File: src/sstr_pkg.sv
`timescale 1ns / 1ps
package sstr_pkg;

  localparam int CELLS_DEF = 1024;
  localparam int REQ_W     = 10;

  localparam logic [1:0] KIND_USED  = 2'd0;
  localparam logic [1:0] KIND_FREE  = 2'd1;
  localparam logic [1:0] KIND_QUERY = 2'd2;
  localparam logic [1:0] KIND_PICK  = 2'd3;

  localparam logic [1:0] STAT_DONE  = 2'd0;
  localparam logic [1:0] STAT_NONE  = 2'd1;
  localparam logic [1:0] STAT_RETRY = 2'd2;

  typedef struct packed {
    logic [1:0]       kind;
    logic [REQ_W-1:0] cell_req;
    logic [REQ_W-1:0] random_word;
  } in_t;

  typedef struct packed {
    logic             cell_free;
    logic [REQ_W-1:0] picked_cell;
    logic [1:0]       status;
  } out_t;

endpackage

File: src/sstr_pick.sv
`timescale 1ns / 1ps
module sstr_pick
  import sstr_pkg::*;
#(
  parameter int CELLS = CELLS_DEF
) (
  input  logic [$clog2(CELLS):0]   count,
  input  logic [REQ_W-1:0]         random_word,
  output logic [$clog2(CELLS)-1:0] addr,
  output logic                     reject
);

  localparam int CW    = $clog2(CELLS);
  localparam int CNT_W = CW + 1;

  logic [CNT_W-1:0] m_w;
  logic [CW-1:0]    m;
  logic [CW-1:0]    mask;
  logic [CW-1:0]    r;

  always_comb begin
    m_w = count - CNT_W'(1);
    m   = m_w[CW-1:0];
    for (int i = 0; i < CW; i++) begin
      mask[i] = |(m >> i);
    end
    r      = CW'(random_word) & mask;
    reject = (r > m);
    addr   = r;
  end

endmodule

File: config.mk
export PLATFORM = sky130hd
export DESIGN_NAME = sstr_pick
export DESIGN_NICKNAME = d
export VERILOG_FILES = /design/src/sstr_pkg.sv /design/src/sstr_pick.sv
export SDC_FILE = /design/constraint.sdc
export NUM_CORES = 1
export LEC_CHECK = 0
export BUFFER_PORTS_ARGS = -buffer_cell sky130_fd_sc_hd__buf_2
export CAP_MARGIN = 20
export CORE_AREA = 2 2 39 41
export DETAILED_ROUTE_END_ITERATION = 6
export DIE_AREA = 0 0 41 43
export GPL_TIMING_DRIVEN = 0
export PLACE_DENSITY = 0.87
export SYNTH_ARGS = -nofsm -noshare
export SYNTH_HDL_FRONTEND = slang
export SYNTH_SLANG_ARGS = --single-unit
File: constraint.sdc
create_clock -name vclk -period 7.1
set_input_delay 1.42 -clock vclk [all_inputs]
set_output_delay 1.42 -clock vclk [all_outputs]
set_load 0.02 [all_outputs]
==> Word-level counts from Yosys, hierarchy flattened <==
Index checks and enable logic that the tools add are counted.
{ "classes": {"add_sub_neg": 1, "n_lt_le_gt_ge": 1, "bitwise": 1, "reduce_logical": 9} }
{ "op_table": {"columns": ["operator", "n"], "rows": [
  ["$and 10x10->10", 1],
  ["$gt 10x10->1", 1],
  ["$reduce_or 10->1", 1],
  ["$sub 10x1->10 const B", 1],
  ["$reduce_or 9->1", 1],
  ["$reduce_or 8->1", 1],
  ["$reduce_or 7->1", 1],
  ["$reduce_or 6->1", 1],
  ["$reduce_or 5->1", 1],
  ["$reduce_or 4->1", 1],
  ["$reduce_or 3->1", 1],
  ["$reduce_or 2->1", 1]
]} }
{ "totals": {"regBits": 0, "inputBits": 21, "output_inout_bits": 11, "wordCells": 12} }

==> Logic depth before layout (Yosys ltp) <==
{ "depth": {"depth_word": 4, "mapped_depth": 14, "mapped_depth_nobuf": 13} }

==> Worst setup path after synthesis <==
Ideal clock, no wire load.
{ "synth_timing": {"path_type": "input to output", "startpoint": "in count[0]", "endpoint": "out reject", "arrival_ns": 4.483, "required_ns": 5.680, "slack_ns": 1.197, "stages": 14, "path_buffers": 1, "cell_sequence": "inv_1 -> ha_1 -> buf_4 -> and3b_1 -> a21oi_1 -> a2bb2oi_2 -> a21oi_2 -> a21boi_0 -> ha_1 -> and4_1 -> a222oi_1 -> o31a_1 -> o21ai_0 -> a2bb2oi_1"} }
{ "synth_between": {"elab_chain_cells": 4, "word_cells_on_any_way": 12, "cone_classes": "1 x add/sub; 1 x order compare; 1 x bitwise; 9 x reduce/logical"} }
{ "synth_rtl": {"columns": ["item", "line_no", "source"], "rows": [
  ["start, declared", "sstr_pick.sv:7", "input logic [$clog2(CELLS):0] count,"],
  ["$sub 10x1->10", "sstr_pick.sv:22", "m_w = count - CNT_W'(1);"],
  ["$reduce_or 5->1", "sstr_pick.sv:25", "mask[i] = |(m >> i);"],
  ["$and 10x10->10", "sstr_pick.sv:27", "r = CW'(random_word) & mask;"],
  ["named net addr[5]", "sstr_pick.sv:9", "output logic [$clog2(CELLS)-1:0] addr,"],
  ["$gt 10x10->1", "sstr_pick.sv:28", "reject = (r > m);"],
  ["end, declared", "sstr_pick.sv:10", "output logic reject"]
]} }
The timed path passes the listed nets, and every way through them passes these cells.

==> Worst setup path in the final report <==
{ "layout_timing": {"startpoint": "in count[0]", "endpoint": "out reject"} }
{ "layout_between": {"elab_chain_cells": 4, "word_cells_on_any_way": 12, "cone_classes": "1 x add/sub; 1 x order compare; 1 x bitwise; 9 x reduce/logical"} }
{ "layout_rtl": {"columns": ["item", "line_no"], "rows": [
  ["$sub 10x1->10 (*)", "sstr_pick.sv:22"],
  ["$reduce_or 10->1, or another cell as far along", "sstr_pick.sv:25"],
  ["$and 10x10->10", "sstr_pick.sv:27"],
  ["$gt 10x10->1 (*)", "sstr_pick.sv:28"]
]} }
Every way passes the cells marked *; elsewhere a longest branch is shown, timed or not.

==> results.txt <==
- After detailed routing, the average wire length per cell comes to 11.57 um.
* Total congestion overflow after global routing: 0
- Row generation in the floorplan step produced 14 rows.
* Routability cong.: 0.7760
- The worst hold path terminates at addr[4].
* Library cell with the highest instance count after synthesis: ha_1
- Buffers added to address setup during post-CTS repair amount to 0.
- Along the worst hold path, the cell count comes to 4.
- The worst hold path belongs to the class in2out.
- Sequential cells placed in the final layout were counted as 0.
- The mapped netlist covers 683.2 sq um.
- Summing all multi-input logic gate instances after layout gives 633.1 sq um.
- Compared with the post-synthesis result, the final layout area differs by 24.91%.
- The max-slew violation count came to 0.
- Summing the areas of all and, or, nand and nor instances in the mapped netlist gives 38.28% of the synthesized area.
- Launch instance of the worst min-delay path: random_word[4]
* Count of warnings emitted by yosys: 0
- Required time at the endpoint of the critical path: 5.68 ns
- In the final layout, the share of cells above drive strength 1 is 32.79%.
- Counting both buffers and inverters, the worst setup path holds a total of 4.
- Total die area: 1763 sq um
* Post-detailed-route count of antenna-violating nets: 0
* Setup Slack @ Placement: 1.276 ns
- Synthesized-area fraction occupied by ao, oa, aoi and oai cells: 25.82%
- Summing the sequential cell areas from Yosys gives 0% of the chip area.
- In this run, post-CTS hold repair placed 0 buffers.
* Share of Yosys cell area claimed by the top area cell type: 18.32%
- Global routing consumed, on the met1 layer, 27.53% of the routing resources.
* Post-Syn Instances: 92
* Core occupancy in the finished layout: 61.66%
- For this run, the top clock speed supported by timing is 171.9 MHz.
- The die is 43 um tall.
- Number of violations of the max-capacitance limit: 0
* Final routed DRC violation total: 0
* Area of all sequential standard cells: 0 sq um
- GR met2 Demand/Resource: 39.06%
- The worst path in the final design needs a cycle of 5.818 ns, including I/O delays and setup.
* Core Box Area: 1384 sq um
- Vias after detailed routing: 786
- Global routing consumed, over all layers together, 21.18% of the routing resources.
* Post-synthesis share of cell area spent on xor and xnor gates: 10.26%
- The filler cells instantiated in the layout total 128.
* Die X: 41 um
- In this run the worst path has a maximum fanout of 10.
- WP data arrival: 4.40 ns
- The synthesized netlist contains 39 unique library cells.
- Ratio of routed vias to standard cells: 5.696
- Final wirelength: 1597 um
- In the finished layout, the clock tree contains a buffer count of 0.
- 32 I/O pins were placed.
- After synthesis, the mean cell area works out to 7.426 sq um.
* Critical path type: in2out
- For the pin with the worst max-slew slack, the measured transition is 0.4505 ns.
* Post-CTS Resized: 0
* Hold Fails Final Rpt: 0
- Top cell types by occurrence after synthesis: ha_1, inv_1, nand2_1, nor2b_1, xnor2_1
- By area, the combinational part of the netlist is dominated by simple AND/OR/NAND/NOR gates.
- Unrepaired setup endpoints after global routing: false
- Total Negative Setup Slacks: 0 ns
* Cell type with the highest aggregate area in the netlist: ha_1
- Highest cell delay on the worst timing path: 0.33 ns
* Largest cells by area after synthesis: ha_1, xnor2_1, nor2b_1, inv_1, o21ai_0
* Detailed-placement wirelength estimate: 1403 um
- Across the VDD grid, the largest voltage drop is 0.00003529 V.
- Post-Synthesis Net Count: 123
- Power per cell area: 62.03 nW/um^2
- Number of antenna diodes: 0
- The initial antenna violation count was 0.
- Fraction of synthesized area in multiplexers: 0%
* Via count of the first global-routing pass: 686
- Run status: finished, final reports clean
- Summing the areas of all fa, ha and maj instances in the mapped netlist gives 18.32% of the synthesized area.
- met2 is the most crowded layer.
* Final setup violating endpoints: 0
- The net count of the finished layout is 155.
- Initial core utilization: 49.37%
- STA classifies the critical path startpoint as an input port.
- Input/output buffers: 30
* First-pass GRT wire length: 2780 um
- Setup slack of the critical path after layout: 1.282 ns
- The critical path goes through buf_2 -> inv_1 -> ha_1 -> buf_4 -> o21bai_1 -> a31oi_1 -> a2bb2oi_2 -> nor3_1 -> nor2b_1 -> ha_1 -> and4_1 -> a222oi_1 -> o31a_1 -> o21ai_0 -> a2bb2oi_1 -> buf_2.
- Entering global routing, the biggest net connects 11 pins.
- Kind of capture point of the worst setup path: primary output
- On the critical path, the stage with the largest delay is an instance of a222oi_1.
- Met3 track demand over resource in global routing: 0%
- In this design, the largest share of critical-path delay is due to compound AO/OA/AOI/OAI gates.
- Headroom to the max-slew limit came out at 69.86%.
* Detailed router's first-iteration violation count: 13
- Number of iterations in the first detailed-routing pass: 4
- The analysis attributes to cell leakage a power of 0.0003964 uW.
* Tcrit/Tclk final: 81.94%
## area by class of cell
type	count	share of cell area [%]
repair buffers	30	17.60
multi-input cells	82	74.19
inverters	7	3.079
plain buffers	3	2.786
well taps	16	2.346
## worst max path at each step
stage | start | to | slack (ns) | cells after the start
final | count[0] | reject | 1.28 | 16
after CTS | count[0] | reject | 1.26 | 16
after detailed placement | count[0] | reject | 1.28 | 16
after global routing | count[0] | reject | 0.96 | 16
after global placement | count[0] | reject | 1.31 | 16
after floorplan | count[0] | reject | 1.20 | 14
## logic make-up after synthesis
group	after synthesis
AND/OR/NAND/NOR	40
AO/OA/AOI/OAI	24
adder cells (fa/ha/maj)	10
buffers and inverters	10
XOR/XNOR	8
## report_power, final
| group | internal [uW] | total (uW) | switching (uW) | leakage (uW) |
|---|---|---|---|---|
| Sequential | 0 | 0 | 0 | 0 |
| Combinational | 23.0 | 52.9 | 29.9 | 0.000396 |
| Clock | 0 | 0 | 0 | 0 |
## per-stage QoR
stage / power (uW) / instance area, sq um / hold WS [ns] / cells
floorplan: 35.31 / 683.2 / 2.966 / 92
global placement: 51.32 / 853.3 / 3.161 / 138
detailed placement: 52.82 / 853.3 / 3.167 / 138
CTS: 53.18 / 853.3 / 3.168 / 138
global route: 60.39 / 853.3 / 3.206 / 138
finish: 52.93 / 853.3 / 3.166 / 138
## tightest hold or removal path: cells and delay by family
family	cells	cell delay, ns
buffers and inverters	3	0.28
AO/OA/AOI/OAI	1	0.04
## routing by layer
layer | vias up | part of all wire [%]
met1 | 360 | 42
met2 | 27 | 51
li1 | 399 | -
met4 | 0 | 0
met5 | - | 0
met3 | 0 | 6.5
## cell usage in the layout, fill, tap and decap left out, types with 2 or more instances in the layout
master and count:
buf_2 31, ha_1 10, inv_1 7, xnor2_1 6, nand2_1 6, nor2b_1 6
nor2_1 5, o21ai_0 5, nand3_1 3, a21oi_1 3, and2_1 3, nor3_2 2
a21oi_2 2, a31oi_1 2, nor3_1 2, nand2b_1 2, xor2_1 2, nand4b_1 2
a21boi_1 2, and4_1 2
(Power assumes the default switching activity.)
